## src/rtl/core/pmrc_pkg.sv

```systemverilog
// ----------------------------------------------------------------------------
// pmrc_pkg
// Shared types, constants and the CRC-8 byte update for the PMBus read checker.
// ----------------------------------------------------------------------------
package pmrc_pkg;

  localparam int unsigned CfgAddrWidth = 1;
  localparam int unsigned CfgDataWidth = 8;
  localparam int unsigned InDataWidth  = 16;  // command_code, byte_value
  localparam int unsigned InUserWidth  = 2;   // data_format
  localparam int unsigned OutDataWidth = 88;  // 82 payload bits, zero filled
  localparam int unsigned ValueWidth   = 48;

  localparam logic [7:0] CrcPoly = 8'h07;

  typedef enum logic [CfgAddrWidth-1:0] {
    REG_DEVICE_ADDRESS = 1'b0,
    REG_MODE_BYTE      = 1'b1
  } reg_index_t;

  typedef enum logic [1:0] {
    FMT_LINEAR11 = 2'd0,
    FMT_LINEAR16 = 2'd1,
    FMT_RAW_BYTE = 2'd2,
    FMT_SPARE    = 2'd3
  } data_format_t;

  typedef enum logic [1:0] {
    STATUS_OK       = 2'd0,
    STATUS_PEC_BAD  = 2'd1,
    STATUS_MODE_BAD = 2'd2
  } status_t;

  // What the frame tracker shows for the byte now at the head of the pipe.
  typedef struct packed {
    logic [7:0]  crc;       // running CRC before this byte
    logic [15:0] raw_word;  // {data_high, data_low}
  } frame_t;

  // One serial CRC-8 byte step, MSB first, init handled by caller.
  function automatic logic [7:0] crc8_byte(input logic [7:0] crc, input logic [7:0] b);
    logic [7:0] x;
    x = crc ^ b;
    for (int i = 0; i < 8; i++) begin
      x = x[7] ? ({x[6:0], 1'b0} ^ CrcPoly) : {x[6:0], 1'b0};
    end
    return x;
  endfunction

endpackage

```

## src/rtl/core/pmbus_read_check_decode.sv

```systemverilog
// ----------------------------------------------------------------------------
// pmbus_read_check_decode
// PMBus read-response PEC checker and value decoder, one byte per word.
// ----------------------------------------------------------------------------
// Feed the bytes of a read response in order, one per input word; the word
// carrying tlast is the PEC byte and yields exactly one result word, other
// words yield none. The first word of each response seeds the CRC-8 (poly
// 0x07) with the write address, its command_code and the read address. The
// result holds status (ok / PEC mismatch / unsupported output mode), both
// PEC bytes, the raw little-endian data word and the decoded value as signed
// fixed point with 16 fraction bits; value is zero unless status is ok.
// Throughput is one byte per clock while no PEC byte waits on a stalled
// result: the input register feeds combinational CRC and barrel-shift logic
// into the result register as the PEC byte moves on. A stalled result only
// holds the input stage when the word at its head is a PEC byte. Write
// device_address and the output-mode byte only while no response is in flight.
// ----------------------------------------------------------------------------
module pmbus_read_check_decode (
  input  logic                                clk,
  input  logic                                rst,
  // configuration
  input  logic                                cfg_we,
  input  logic [pmrc_pkg::CfgAddrWidth-1:0]   cfg_addr,
  input  logic [pmrc_pkg::CfgDataWidth-1:0]   cfg_data,
  // byte stream in
  input  logic                                s_tvalid,
  output logic                                s_tready,
  input  logic [pmrc_pkg::InDataWidth-1:0]    s_tdata,   // [7:0] command_code, [15:8] byte_value
  input  logic [pmrc_pkg::InUserWidth-1:0]    s_tuser,   // [1:0] data_format
  input  logic                                s_tlast,   // last_byte (PEC byte)
  // result stream out
  output logic                                m_tvalid,
  input  logic                                m_tready,
  output logic [pmrc_pkg::OutDataWidth-1:0]   m_tdata    // [1:0] status, [9:2] expected_pec,
                                                         // [17:10] received_pec,
                                                         // [33:18] raw_word,
                                                         // [81:34] value_fixed, rest zero
);
  import pmrc_pkg::*;

  // config registers
  logic [6:0] device_address;
  logic [7:0] mode_byte;

  // input register
  logic       in_valid;
  logic [7:0] in_command_code;
  logic [1:0] in_data_format;
  logic [7:0] in_byte_value;
  logic       in_last_byte;

  // result register
  logic                  out_valid;
  logic [1:0]            out_status;
  logic [7:0]            out_expected_pec;
  logic [7:0]            out_received_pec;
  logic [15:0]           out_raw_word;
  logic [ValueWidth-1:0] out_value_fixed;

  logic                  out_free;
  logic                  advance;
  frame_t                frame;
  logic [1:0]            dec_status;
  logic signed [ValueWidth-1:0] dec_value;

  always_ff @(posedge clk) begin
    if (rst) begin
      device_address <= 7'd0;
      mode_byte      <= 8'd0;
    end else if (cfg_we) begin
      case (reg_index_t'(cfg_addr))
        REG_DEVICE_ADDRESS: device_address <= cfg_data[6:0];
        REG_MODE_BYTE:      mode_byte      <= cfg_data;
        default: ;
      endcase
    end
  end

  // data bytes never wait on the output; PEC bytes need a free result slot
  assign out_free = !out_valid || m_tready;
  assign advance  = in_valid && (!in_last_byte || out_free);
  assign s_tready = !in_valid || advance;

  always_ff @(posedge clk) begin
    if (rst) begin
      in_valid <= 1'b0;
    end else if (s_tready) begin
      in_valid <= s_tvalid;
    end
  end

  always_ff @(posedge clk) begin
    if (s_tvalid && s_tready) begin
      in_command_code <= s_tdata[7:0];
      in_byte_value   <= s_tdata[15:8];
      in_data_format  <= s_tuser;
      in_last_byte    <= s_tlast;
    end
  end

  pmrc_frame u_frame (
    .clk            (clk),
    .rst            (rst),
    .step           (advance),
    .device_address (device_address),
    .command_code   (in_command_code),
    .byte_value     (in_byte_value),
    .last_byte      (in_last_byte),
    .frame          (frame)
  );

  pmrc_decode u_decode (
    .frame          (frame),
    .data_format    (in_data_format),
    .received_pec   (in_byte_value),
    .mode_byte      (mode_byte),
    .status         (dec_status),
    .value_fixed    (dec_value)
  );

  always_ff @(posedge clk) begin
    if (rst) begin
      out_valid <= 1'b0;
    end else if (advance && in_last_byte) begin
      out_valid <= 1'b1;
    end else if (m_tready) begin
      out_valid <= 1'b0;
    end
  end

  always_ff @(posedge clk) begin
    if (advance && in_last_byte) begin
      out_status       <= dec_status;
      out_expected_pec <= frame.crc;
      out_received_pec <= in_byte_value;
      out_raw_word     <= frame.raw_word;
      out_value_fixed  <= dec_value;
    end
  end

  assign m_tvalid = out_valid;
  assign m_tdata  = {6'd0, out_value_fixed, out_raw_word, out_received_pec,
                     out_expected_pec, out_status};

endmodule

```

## src/rtl/core/pmrc_frame.sv

```systemverilog
// ----------------------------------------------------------------------------
// pmrc_frame
// Response tracker: address/command seed, running CRC and stored data bytes.
// ----------------------------------------------------------------------------
module pmrc_frame (
  input  logic            clk,
  input  logic            rst,
  input  logic            step,          // head word consumed this cycle
  input  logic [6:0]      device_address,
  input  logic [7:0]      command_code,
  input  logic [7:0]      byte_value,
  input  logic            last_byte,
  output pmrc_pkg::frame_t frame
);
  import pmrc_pkg::*;

  logic       in_response;
  logic [7:0] running_crc;
  logic [1:0] byte_index;
  logic [7:0] data_low;
  logic [7:0] data_high;

  logic [7:0] write_addr;
  logic [7:0] seed;
  logic [7:0] crc_cur;
  logic [1:0] idx_cur;
  logic [7:0] lo_cur;
  logic [7:0] hi_cur;

  // A new response starts from a fresh seed and cleared data bytes.
  always_comb begin
    write_addr = {device_address, 1'b0};
    seed       = crc8_byte(crc8_byte(crc8_byte(8'h00, write_addr), command_code),
                           write_addr | 8'h01);
    crc_cur    = in_response ? running_crc : seed;
    idx_cur    = in_response ? byte_index  : 2'd0;
    lo_cur     = in_response ? data_low    : 8'h00;
    hi_cur     = in_response ? data_high   : 8'h00;
  end

  assign frame.crc      = crc_cur;
  assign frame.raw_word = {hi_cur, lo_cur};

  always_ff @(posedge clk) begin
    if (rst) begin
      in_response <= 1'b0;
      running_crc <= 8'h00;
      byte_index  <= 2'd0;
      data_low    <= 8'h00;
      data_high   <= 8'h00;
    end else if (step) begin
      if (last_byte) begin
        in_response <= 1'b0;
        byte_index  <= 2'd0;
      end else begin
        in_response <= 1'b1;
        running_crc <= crc8_byte(crc_cur, byte_value);
        data_low    <= (idx_cur == 2'd0) ? byte_value : lo_cur;
        data_high   <= (idx_cur == 2'd1) ? byte_value : hi_cur;
        byte_index  <= (idx_cur == 2'd3) ? idx_cur : idx_cur + 2'd1;
      end
    end
  end

endmodule

```

## src/rtl/core/pmrc_decode.sv

```systemverilog
// ----------------------------------------------------------------------------
// pmrc_decode
// PEC compare and LINEAR11 / LINEAR16 / raw decode into 16-fraction-bit fixed.
// ----------------------------------------------------------------------------
module pmrc_decode (
  input  pmrc_pkg::frame_t                    frame,
  input  logic [1:0]                          data_format,
  input  logic [7:0]                          received_pec,
  input  logic [7:0]                          mode_byte,
  output logic [1:0]                          status,
  output logic signed [pmrc_pkg::ValueWidth-1:0] value_fixed
);
  import pmrc_pkg::*;

  logic [ValueWidth-1:0] operand;
  logic [4:0]            exponent;
  logic [4:0]            shamt;
  status_t               st;

  always_comb begin
    case (data_format_t'(data_format))
      FMT_LINEAR11: begin
        operand  = {{(ValueWidth-11){frame.raw_word[10]}}, frame.raw_word[10:0]};
        exponent = frame.raw_word[15:11];
      end
      FMT_LINEAR16: begin
        operand  = {{(ValueWidth-16){1'b0}}, frame.raw_word};
        exponent = mode_byte[4:0];
      end
      default: begin
        operand  = {{(ValueWidth-8){1'b0}}, frame.raw_word[7:0]};
        exponent = 5'd0;
      end
    endcase
    // 16 + signed exponent, range 0..31: flip the sign bit.
    shamt = {~exponent[4], exponent[3:0]};

    if (frame.crc != received_pec) begin
      st = STATUS_PEC_BAD;
    end else if (data_format == FMT_LINEAR16 && mode_byte[7:5] != 3'd0) begin
      st = STATUS_MODE_BAD;
    end else begin
      st = STATUS_OK;
    end
  end

  assign status      = st;
  assign value_fixed = (st == STATUS_OK) ? signed'(operand << shamt) : '0;

endmodule
```

## config.mk

```make
export PLATFORM = sky130hd
export DESIGN_NAME = pmbus_read_check_decode
export DESIGN_NICKNAME = d
export VERILOG_FILES = /design/src/rtl/core/pmrc_pkg.sv /design/src/rtl/core/pmbus_read_check_decode.sv /design/src/rtl/core/pmrc_frame.sv /design/src/rtl/core/pmrc_decode.sv
export SDC_FILE = /design/constraint.sdc
export NUM_CORES = 1
export LEC_CHECK = 0
export BUFFER_PORTS_ARGS = -buffer_cell sky130_fd_sc_hd__buf_2
export CORE_ASPECT_RATIO = 1.5
export CORE_MARGIN = 2
export CORE_UTILIZATION = 53
export CTS_BUF_LIST = sky130_fd_sc_hd__clkbuf_8
export DETAILED_ROUTE_END_ITERATION = 6
export HOLD_SLACK_MARGIN = 0.15
export PLACE_DENSITY = 0.82
export SKIP_CTS_REPAIR_TIMING = 1
export SYNTH_ARGS = -nofsm -noshare
export SYNTH_HDL_FRONTEND = slang
export SYNTH_SLANG_ARGS = --single-unit
```

## constraint.sdc

```tcl
create_clock -name clk -period 4.1 [get_ports clk]
set_input_delay 1.23 -clock clk [delete_from_list [all_inputs] [get_ports clk]]
set_output_delay 1.23 -clock clk [all_outputs]
set_load 0.01 [all_outputs]
```

# After elaboration in Yosys (flattened, before gate mapping)
# Cells that the tools add are included.
# Widths: inputs -> output; s select.
dict set report word_totals {
  reg_bits 145
  out_inout_bits 90
  elab_cells 127
}
dict set report op_classes {
  n_addsub 1
  n_eq_ne 4
  shift 1
  n_mux 47
  bitwise 38
  reduce_logical 18
}
# cell count
set ops {}
lappend ops {{$mux 3} 32}
lappend ops {{$not 3->3} 32}
lappend ops {{$pmux 48 s2} 1}
lappend ops {{$shl 48x5->48} 1}
lappend ops {{$mux 8} 5}
lappend ops {{$xor 8x8->8} 3}
lappend ops {{$mux 2} 5}
lappend ops {{$pmux 5 s2} 1}
lappend ops {{$ne 8x8->1} 1}
lappend ops {{$logic_not 2->1} 3}
lappend ops {{$reduce_and 2->1} 3}
lappend ops {{$eq 2x1->1 const B} 2}
lappend ops {{$logic_and 1x1->1} 4}
lappend ops {{$logic_not 1->1} 3}
lappend ops {{$logic_or 1x1->1} 3}
lappend ops {{$mux 1} 3}
lappend ops {{$not 1->1} 3}
lappend ops {{$reduce_bool 3->1} 1}
lappend ops {{$add 2x1->2 const B} 1}
lappend ops {{$eq 2x2->1 const B} 1}
lappend ops {{$reduce_bool 2->1} 1}

# Depth between registers and ports, before layout
# Gate-level depths: netlist of run 1.
dict set report depth {
  ltp_word 68
  ltp_mapped 13
  mapped_depth_nobuf 10
}

# Cells and area by module
# Synthesis of run 1 repeated with hierarchy kept, for this count alone.
dict set report hier_totals {
  cells_unflattened 661
  area_unflattened_um2 7435.9
}
# module instances cells_per_inst area_per_inst_um2 seq_area_each_um2
set modules_own_cells {}
lappend modules_own_cells {pmbus_read_check_decode 1 180 3738.6 3373.2}
lappend modules_own_cells {pmrc_decode 1 292 1880.6 0.0}
lappend modules_own_cells {pmrc_frame 1 189 1816.7 540.5}

# Worst setup path after synthesis of run 1
# Ideal clock, no wire load.
dict set report synth_timing {
  kind {in2reg}
  from {in m_tready}
  to {reg out_expected_pec[0], enable pin}
  t_arrival_ns 3.558
  path_slack_ns 0.092
  stages 3
  path_buffers 0
  path_cell_list {nor2b_1 > a21oi_1 > and2_1}
}
dict set report synth_via {
  elab_chain_cells 4
}
# item line
set synth_rtl {}
lappend synth_rtl {{start: declaration} pmbus_read_check_decode.sv:33} ;# input logic m_tready,
lappend synth_rtl {{$logic_or 1x1->1} pmbus_read_check_decode.sv:80} ;# assign out_free = !out_valid || m_tready;
lappend synth_rtl {{$logic_or 1x1->1} pmbus_read_check_decode.sv:81} ;# assign advance = in_valid && (!in_last_byte || out_free);
lappend synth_rtl {{$logic_and 1x1->1} pmbus_read_check_decode.sv:81}
lappend synth_rtl {{$logic_and 1x1->1} pmbus_read_check_decode.sv:132} ;# if (advance && in_last_byte) begin
lappend synth_rtl {{end signal: assignment} pmbus_read_check_decode.sv:134} ;# out_expected_pec <= frame.crc;
lappend synth_rtl {{end: declaration} pmbus_read_check_decode.sv:55} ;# logic [7:0] out_expected_pec;
# Every way passes these cells.
# A chain may end at the register's enable or synchronous reset.

# Worst setup path after layout of run 1
dict set report layout_timing {
  from {reg in_command_code[7]}
  to {reg out_value_fixed[41] (data pin)}
}
dict set report layout_via {
  elab_chain_cells 16
}
# item line
set layout_rtl {}
lappend layout_rtl {{start: declaration} pmbus_read_check_decode.sv:47} ;# logic [7:0] in_command_code;
lappend layout_rtl {{start signal: assignment} pmbus_read_check_decode.sv:94} ;# in_command_code <= s_tdata[7:0];
lappend layout_rtl {{$xor 8x8->8 (*)} pmrc_pkg.sv:43} ;# x = crc ^ b;
lappend layout_rtl {{$mux 3 (*)} pmrc_pkg.sv:45} ;# x = x[7] ? ({x[6:0], 1'b0} ^ CrcPoly) : {x[6:0], 1'b0};
lappend layout_rtl {{$not 3->3 (no source line)} --}
lappend layout_rtl {{$mux 3} pmrc_pkg.sv:45}
lappend layout_rtl {{$not 3->3 (no source line)} --}
lappend layout_rtl {{$mux 3} pmrc_pkg.sv:45}
lappend layout_rtl {{$xor 8x8->8 (*)} pmrc_pkg.sv:43}
lappend layout_rtl {{$mux 3} pmrc_pkg.sv:45}
lappend layout_rtl {{$not 3->3 (no source line)} --}
lappend layout_rtl {{$mux 3} pmrc_pkg.sv:45}
lappend layout_rtl {{$not 3->3 (no source line)} --}
lappend layout_rtl {{$mux 3} pmrc_pkg.sv:45}
lappend layout_rtl {{$mux 8 (*)} pmrc_frame.sv:35} ;# crc_cur = in_response ? running_crc : seed;
lappend layout_rtl {{$ne 8x8->1 (*)} pmrc_decode.sv:38} ;# if (frame.crc != received_pec) begin
lappend layout_rtl {{$mux 2 (*)} pmrc_decode.sv:38}
lappend layout_rtl {{$logic_not 2->1 (*)} pmrc_decode.sv:48} ;# assign value_fixed = (st == STATUS_OK) ? signed'(operand << shamt) : '0;
lappend layout_rtl {{end signal: assignment} pmbus_read_check_decode.sv:137} ;# out_value_fixed <= dec_value;
lappend layout_rtl {{end: declaration} pmbus_read_check_decode.sv:58} ;# logic [ValueWidth-1:0] out_value_fixed;
# Mark *: on every way between the ends. The rest lies on a longest branch, timed or not.

==> results.cfg, run 1 <==
[yosys]
synth_top_area_share_pct = 39.2
syn-instance-count = 743
synth_top_family_by_area = simple AND/OR/NAND/NOR gates
ys_ff_latch = 145
synth_cell_types = 66
synth_most_common_cell = edfxtp_1
synthSimpleGateAreaFrac_pct = 16.7
synth_area_leaders = edfxtp_1, dfxtp_1, mux2i_1, a21oi_1, nor2_1
yosysSeqAreaShare_pct = 50.6
synthXorXnorAreaFrac_pct = 6.88
muxShareOfSynthArea_pct = 7.35
synthFlopType = edfxtp_1
synth_top_area_cell = edfxtp_1
synthArstFlopShare_pct = 0
synth_common_cells = edfxtp_1, nor2_1, a21oi_1
synth_compound_area_share_pct = 14.1
avgSynthCellArea_um2 = 10.4
ys_warn_count = 0
synth_edf_count = 101
synthesis.area_um2 = 7730
synthAdderAreaFrac_pct = 0.485

[critical_path]
cp_slowest_cell = edfxtp_1
critPathTopFamily = XOR/XNOR gates
max_stage_delay_ps = 500
endpoint_kind = register
timing.critical_path.mode_cell = xnor2_1
path_max_fanout = 27
cp-start-kind = register
critPathArrivalTime_ps = 3600
crit_buf_inv = 1
critical_path_class = reg -> reg
cp.required_ps = 4270
crit_chain = xor2_1 -> xnor2_1 -> xnor2_1 -> mux2i_1 -> nand2_1 -> ha_1 -> and3_1 -> o2111ai_4 -> buf_4 -> a21o_1 -> a21oi_1

[timing]
rsz0062_at_grt = no
post-route-min-period_ps = 3430
timing.final.crit_share_pct = 83.6
worstMarginPinSlew_ps = 953
fin_ws_ps = 672
finalSetupTns_ps = 0
setup_viol = 0
slew_violations = 0
clock_skew_ps = 15.0
max_freq_mhz = 292
finalHoldViolCount = 0
relSlewSlack_pct = 35.5

[global_routing]
grt_pass1_wl_um = 30200
grt_pass1_vias = 5833
grt_overflow_total = 0
gr-usage-all-layers_pct = 25.5
grt_max_degree = 57
antenna_found_initial = 0

[placed_design]
dp_worst_setup_slack_ps = 735
dp_hpwl_um = 14100
gp_congestion = 1.00
port_buffers = 116

[hold_path]
hold_class = reg -> reg

[pwr]
combPwrFrac_pct = 17.7
peakVddDrop_uv = 282
clkPwrFrac_pct = 32.1
p_sw_share_pct = 29.9
power_uw = 3340
seqPwrFrac_pct = 50.2
p_sw_uw = 997
p_leak_uw = 0.00330
power.internal_uw = 2340
power_density_nw_per_um2 = 377

[floorplan]
num_io_pins = 123
rows = 54
fp.dieW_um = 103
core_area_um2 = 14400
die_h_um = 152
die-area_um2 = 15600
initial_core_util_pct = 53.7

[clock_network]
worst_setup_hold_path_clk_slew_ps = 100
cts_sinks = 145
cts_buffers = 17
insertion_delay_ps = 460
cts_tree = built
clockBufferDepth = 2
htree_levels = 4
cts_root_buf = clkbuf_8

[detailed_routing]
wl_per_cell_um = 18.2
ant_nets = 0
drt-total-wl_um = 19200
vias = 6116
drtIter0Drc = 520
viasPerCell = 5.81
first_pass_iters = 7
drcViolationCount = 2

[final_layout]
final_net_count = 880
final_util_pct = 61.5
regArea_um2 = 3910
antennaDiodeCount = 0
drive_gt1_share_pct = 23.7
multi_input_area_um2 = 3560
area_growth_pct = 14.4
nFillCells = 1238

[job]
maxCapViolations = 0

[status]
violations = design-rule violations
status = finished, violations left
registers in the layout (all words and copies together) (netlist names), 8 cells and up:
signal               cells
in_byte_value            8
out_expected_pec         8
out_received_pec         8
out_raw_word            16
u_frame.data_low         8
u_frame.data_high        8
out_value_fixed         48
in_command_code          8
u_frame.running_crc      8
mode_byte                8
worst reg2reg max path: stages (launching register included):
cell and delay, ps:
edfxtp_1 500, xor2_1 320, xnor2_1 190, xnor2_1 470
mux2i_1 360, nand2_1 140, ha_1 210, and3_1 200
o2111ai_4 120, buf_4 310, a21o_1 250, a21oi_1 70
layout by cell type (no fill, tap or decap), types with 16 or more instances in the layout:
cell      count
buf_2       116
o21ai_0      33
inv_1        16
mux2i_1      32
xnor2_1      25
clkbuf_8     17
edfxtp_1    101
nand2_1      59
dfxtp_1      44
nor2_1       83
a21oi_1      61
nand3_1      47
metrics by stage:
stage / cells / area [um2] / hold WS [ps]
after floorplan: 748 / 7750 / 424
after global placement: 1021 / 8480 / 445
after detailed placement: 1021 / 8480 / 449
after CTS: 1053 / 8850 / 462
after global routing: 1053 / 8850 / 481
final: 1053 / 8850 / 460
routing by layer:
layer  vias to the layer above  wire length, um  GRT usage, %
met5                         -                0             0
met4                         0             1400          17.4
met3                        83              833          4.46
met2                       248            10200          44.9
met1                      2878             6760          26.5
li1                       2907                -             -
final timing paths:
path                                          from                   to  slack [ps]  cells after the start
worst max-delay path            in_command_code[7]  out_value_fixed[41]         670                     11
worst min-delay path                  mode_byte[6]         mode_byte[6]         460                      2
worst max register to register  in_command_code[7]  out_value_fixed[41]         670                     11
worst min register to register        mode_byte[6]         mode_byte[6]         460                      2
power groups by stage:
| stage | Combinational (uW) | Sequential, uW | Clock [uW] |
|---|---|---|---|
| finish | 591 | 1670 | 1070 |
| global route | 641 | 1680 | 1140 |
| CTS | 589 | 1670 | 1090 |
| global placement | 577 | 1710 | 0 |
| detailed placement | 584 | 1710 | 0 |
| floorplan | 441 | 1700 | 0 |
cell type report:
class | count | area share (%)
repair buffers | 130 | 7.89
well taps | 196 | 2.77
inverters | 16 | 0.679
flip-flops and latches | 145 | 44.2
clock inverters | 15 | 1.56
multi-input cells | 534 | 40.2
clock buffers | 17 | 2.64
cells by family (layout without fill, tap and decap cells):
| family | Yosys count | after routing |
|---|---|---|
| multiplexers | 49 | 49 |
| buffers and inverters | 69 | 178 |
| AND/OR/NAND/NOR | 262 | 262 |
| flip-flops | 145 | 145 |
| adder cells (fa/ha/maj) | 3 | 3 |
| other | 1 | 6 |
| XOR/XNOR | 44 | 44 |
| AO/OA/AOI/OAI | 170 | 170 |
Note: power is estimated with default switching activity, not from simulation.
==> run 2: changes to the inputs <==
--- a/config.mk
+++ b/config.mk
@@ -8,7 +8,7 @@
 export BUFFER_PORTS_ARGS = -buffer_cell sky130_fd_sc_hd__buf_2
 export CORE_ASPECT_RATIO = 1.5
 export CORE_MARGIN = 2
-export CORE_UTILIZATION = 53
+export CORE_UTILIZATION = 55
 export CTS_BUF_LIST = sky130_fd_sc_hd__clkbuf_8
 export DETAILED_ROUTE_END_ITERATION = 6
 export HOLD_SLACK_MARGIN = 0.15
==> constraint.sdc (replaced) <==
create_clock -name clk -period 3.55 [get_ports clk]
set_input_delay 1.065 -clock clk [delete_from_list [all_inputs] [get_ports clk]]
set_output_delay 1.065 -clock clk [all_outputs]
set_load 0.01 [all_outputs]
==> results.cfg, run 2 (synthesis gave the netlist of run 1 again) <==
[placed_design]
dpl-instance-area_um2 = 8500
port_buffers = 116
gp_congestion = 0.935
dp_hpwl_um = 13700

[clock_network]
worst_setup_hold_path_clk_slew_ps = 80
cts_sinks = 145
cts_tree = built
clockBufferDepth = 2
cts_root_buf = clkbuf_8
insertion_delay_ps = 460
htree_levels = 4
cts_buffers = 17

[global_routing]
grt_pass1_wl_um = 28900
antenna_found_initial = 0
grt_max_degree = 84
grt_pass1_vias = 5842
grt_overflow_total = 0
gr-usage-all-layers_pct = 25.3

[timing]
max_freq_mhz = 299
finalSetupTns_ps = 0
relSlewSlack_pct = 43.3
slew_violations = 0
post-route-min-period_ps = 3340
worstMarginPinSlew_ps = 844
rsz0062_at_grt = no
finalHoldViolCount = 0
setup_viol = 0
clock_skew_ps = 9.73
timing.final.crit_share_pct = 94.2

[detailed_routing]
first_pass_iters = 5
viasPerCell = 5.97
drt-total-wl_um = 18700
wl_per_cell_um = 18.1
ant_nets = 0
vias = 6150
drcViolationCount = 0
drtIter0Drc = 391

[critical_path]
endpoint_kind = register
critPathArrivalTime_ps = 3520
cp-start-kind = register
path_max_fanout = 17
r2r_slack_ps = 210
cp.required_ps = 3730
critical_path_class = reg -> reg

[final_layout]
largest_reg_flops = 48
area_growth_pct = 15.0
final_area_um2 = 8890
drive_gt1_share_pct = 24.5
final_cell_mix = buf_2, edfxtp_1, nor2_1
layout_commonest_cell = buf_2
reg_top3 = out_value_fixed: 48 flops, out_raw_word: 16 flops
antennaDiodeCount = 0
nFillCells = 1128
final_net_count = 889
regMostFlops = out_value_fixed

[pwr]
peakVddDrop_uv = 301
p_leak_uw = 0.00334
power_density_nw_per_um2 = 442

[job]
maxCapViolations = 0

[floorplan]
initial_core_util_pct = 55.8
die-area_um2 = 15000
core_area_um2 = 13900
fp.dieW_um = 101
rows = 53
die_h_um = 149
num_io_pins = 123

[hold_path]
hold_class = reg -> reg

[status]
status = complete, no violations
[run 2: cell types whose count changed in the layout (fill, tap and decap cells not counted), sizes merged]
| cell | delta |
|---|---|
| buf | +9 |
| bufinv | +1 |
| clkinv | -1 |
| clkinvlp | +1 |
| inv | -1 |
[run 2: cell type report]
cell class                      instances  area [um2]  area share (%)
Inverter                               16        60.1           0.676
Timing Repair Buffer                  139         766            8.61
Sequential cell                       145        3910            44.0
Multi-Input combinational cell        534        3560            40.0
Clock buffer                           17         234            2.63
Tap cell                              165         206            2.32
Clock inverter                         15         150            1.69
[run 2: critical path, stage by stage, from the launching register on]
cell and delay, ps:
edfxtp_1 480, xor2_1 290, xnor2_1 180, xnor2_1 580
mux2i_1 340, nand2_1 120, ha_1 200, and3_1 200
o2111ai_4 210, buf_4 290, a21o_1 130, a21oi_1 40
[run 2: worst paths after layout]
| check | from | to | cells past startpoint |
|---|---|---|---|
| setup / recovery | in_command_code[7] | out_value_fixed[40] | 11 |
| hold / removal | mode_byte[5] | mode_byte[5] | 2 |
| setup reg to reg | in_command_code[7] | out_value_fixed[40] | 11 |
| hold reg to reg | mode_byte[5] | mode_byte[5] | 2 |
[run 2: power by group]
part | internal, uW | switching, uW
clock network | 575 | 697
logic | 338 | 389
registers | 1870 | 58.0
total | 2790 | 1140
[run 2: metal layers]
metal | routed length [um] | global-route usage (%) | vias to the layer above
met2 | 10000 | 46.0 | 260
met1 | 6770 | 26.6 | 2904
met3 | 935 | 4.97 | 67
met4 | 924 | 14.4 | 0
li1 | - | - | 2919
met5 | 0 | 0 | -
[run 2: through the flow]
step / cells / util [%] / total power (uW) / setup slack [ps] / hold WS, ps
final: 1031 / 64.1 / 3930 / 208 / 457
after global routing: 1031 / 64.1 / 4070 / 0.436 / 493
after CTS: 1031 / 64.1 / 3940 / 212 / 462
after detailed placement: 999 / 61.4 / 2690 / 255 / 451
after global placement: 999 / 61.4 / 2670 / 367 / 443
after floorplan: 748 / - / 2470 / 605 / 424
==> run 3: changes to the inputs <==
--- a/config.mk
+++ b/config.mk
@@ -5,6 +5,7 @@
 export SDC_FILE = /design/constraint.sdc
 export NUM_CORES = 1
 export LEC_CHECK = 0
+export ABC_AREA = 1
 export BUFFER_PORTS_ARGS = -buffer_cell sky130_fd_sc_hd__buf_2
 export CORE_ASPECT_RATIO = 1.5
 export CORE_MARGIN = 2
@@ -14,6 +15,7 @@
 export HOLD_SLACK_MARGIN = 0.15
 export PLACE_DENSITY = 0.82
 export SKIP_CTS_REPAIR_TIMING = 1
+export SLEW_MARGIN = 20
 export SYNTH_ARGS = -nofsm -noshare
 export SYNTH_HDL_FRONTEND = slang
 export SYNTH_SLANG_ARGS = --single-unit
==> results.cfg, run 3 <==
[status]
status = complete, no violations

[clock_network]
cts_sinks = 145
htree_levels = 4
cts_root_buf = clkbuf_8
cts_tree = built
worst_setup_hold_path_clk_slew_ps = 90
cts_buffers = 17
insertion_delay_ps = 450
clockBufferDepth = 2

[global_routing]
antenna_found_initial = 0
gr-usage-all-layers_pct = 26.2
grt_overflow_total = 0
grt_pass1_wl_um = 30900
grt_pass1_vias = 6708
grt_max_degree = 69

[final_layout]
final_net_count = 1154
largest_reg_flops = 48
antennaDiodeCount = 0
reg_top3 = out_value_fixed: 48 flops, out_raw_word: 16 flops
final_util_pct = 65.5
final_cell_mix = nand2_1, buf_2, inv_1
regMostFlops = out_value_fixed
nFillCells = 1267
layout_commonest_cell = nand2_1
area_growth_pct = 16.3
drive_gt1_share_pct = 21.8

[yosys]
yosysSeqAreaShare_pct = 49.4
muxShareOfSynthArea_pct = 0.379
synthXorXnorAreaFrac_pct = 1.01
ys_warn_count = 0
synth_compound_area_share_pct = 12.2
synth_top_family_by_area = simple AND/OR/NAND/NOR gates
synthArstFlopShare_pct = 0
synthSimpleGateAreaFrac_pct = 28.1
ys_ff_latch = 145
synthFlopType = edfxtp_1
synth_top_area_cell = edfxtp_1
synthesis.area_um2 = 7920
synth_most_common_cell = nand2_1
synthAdderAreaFrac_pct = 0.474
synth_area_leaders = edfxtp_1, nand2_1, dfxtp_1, o21ai_0, inv_1
synth_common_cells = nand2_1, inv_1, edfxtp_1
syn-instance-count = 998
avgSynthCellArea_um2 = 7.94
synth_cell_types = 40
synth_top_area_share_pct = 38.3
synth_edf_count = 101

[timing]
finalHoldViolCount = 0
max_freq_mhz = 302
timing.final.crit_share_pct = 93.3
clock_skew_ps = 17.6
relSlewSlack_pct = 11.4
worstMarginPinSlew_ps = 1320
slew_violations = 0
setup_viol = 0
post-route-min-period_ps = 3310

[critical_path]
r2r_slack_ps = 240
critical_path_class = reg -> reg
critPathTopFamily = simple AND/OR/NAND/NOR gates
timing.critical_path.mode_cell = nand2_1
critPathArrivalTime_ps = 3590
reg2reg_to = out_value_fixed[3]
path_max_fanout = 6
cp_slowest_cell = edfxtp_1
cp.required_ps = 3830
ff2ff_path_depth = 24
crit_chain = buf_4 -> nand2_1 -> nand2_1 -> nand2_1 -> nand3_2 -> nand2_2 -> nand2_1 -> nand2_1 -> nand2_2 -> nand2_4 -> inv_1 -> nand2_1 -> nand2_1 -> nand2_2 -> nand2_1 -> nand2_1 -> nand2_2 -> inv_2 -> ha_2 -> nand4_4 -> nor2_4 -> nand3_4 -> buf_6 -> nor3_1
endpoint_kind = register
cp-start-kind = register
r2r_start = in_command_code[7]
crit_buf_inv = 4
max_stage_delay_ps = 460

[detailed_routing]
viasPerCell = 5.31
first_pass_iters = 5
met3_length_um = 878
m1WireLength_um = 6770
wl_per_cell_um = 14.8
vias = 7026
drt-total-wl_um = 19600
drtIter0Drc = 389
drcViolationCount = 0
ant_nets = 0
routed.top_layer = met4
routed-wl-met2_um = 10300

[floorplan]
initial_core_util_pct = 56.3
die_h_um = 151
rows = 53
fp.dieW_um = 102
num_io_pins = 123
core_area_um2 = 14100
die-area_um2 = 15400

[hold_path]
whs_path_depth = 2
hold_class = reg -> reg
hp-start = mode_byte[3]
worstHoldEndpoint = mode_byte[3]

[pwr]
peakVddDrop_uv = 273
power_uw = 4150
p_leak_uw = 0.00418
power_density_nw_per_um2 = 451

[job]
maxCapViolations = 0

[placed_design]
port_buffers = 116
gp_congestion = 0.947
dp_hpwl_um = 14900
run 3: changes by cell type after synthesis, sizes merged, moves of 12 or more:
| cell | before | now |
|---|---|---|
| nand2 | 59 | 334 |
| inv | 16 | 119 |
| o21ai | 34 | 96 |
| nand3 | 47 | 79 |
| mux2i | 32 | 3 |
| xnor2 | 26 | 2 |
| nor2 | 83 | 62 |
| or2 | 3 | 17 |
| and2 | 13 | 0 |
| clkbuf | 36 | 23 |
| mux2 | 12 | 0 |
run 3: cells by family (layout without fill, tap and decap cells):
family                     count (synthesis)  in the layout
and+or+nand+nor                          499            499
AOI/OAI and AO/OA                        178            178
buffers and inverters                    163            291
adders and majority gates                  3              3
DFF                                      145            145
muxes                                      3              3
xor gates and xnor gates                   6              6
other                                      1              6
run 3: worst max-delay path by stage:
stage / startpoint / to / slack (ps) / cells after the start
after floorplan: m_tready / out_expected_pec[0] / 250 / 4
after global routing: in_command_code[7] / out_value_fixed[3] / -30 / 22
after global placement: device_address[5] / out_value_fixed[17] / 230 / 25
after CTS: device_address[5] / out_value_fixed[17] / 120 / 23
after detailed placement: device_address[5] / out_value_fixed[16] / 180 / 23
final: in_command_code[7] / out_value_fixed[3] / 240 / 24
run 3: worst register-to-register path, delay by kind of cell, from the launching register on:
family / cells / cell delay [ps]
flip-flops: 1 / 460
buffers and inverters: 4 / 520
adder cells (fa/ha/maj): 1 / 190
AND/OR/NAND/NOR: 19 / 1960
run 3: area by class of cell:
type,count,area (um2),area share (%)
Timing Repair Buffer,139,782,8.49
Tap cell,192,240,2.61
Multi-Input combinational cell,695,3410,37.0
Clock buffer,18,248,2.69
Inverter,120,454,4.93
Sequential cell,145,3920,42.5
Clock inverter,14,166,1.81
run 3: per-layer routing:
layer  global-route usage, %  up-vias
li1                        -     3507
met1                    26.3     3172
met2                    47.6      253
met3                    4.06       94
met4                    19.8        0
met5                       0        -
run 3: through the flow:
step           setup TNS, ps  hold WS (ps)  setup WS (ps)  instance area [um2]  cells
2_1_floorplan              0           430            250                 7940   1003
3_3_place_gp               0           445            234                 8730   1288
3_5_place_dp               0           449            181                 8730   1288
4_1_cts                    0           460            120                 9140   1320
5_1_grt                -61.2           490          -30.8                 9210   1323
6_report                   0           459            237                 9210   1323
run 3: power breakdown:
| group | leakage (uW) | switching [uW] | total [uW] | internal (uW) |
|---|---|---|---|---|
| sequential | 0.00134 | 44.3 | 1920 | 1880 |
| combinational | 0.00263 | 582 | 873 | 291 |
| clock | 0.000214 | 643 | 1360 | 713 |
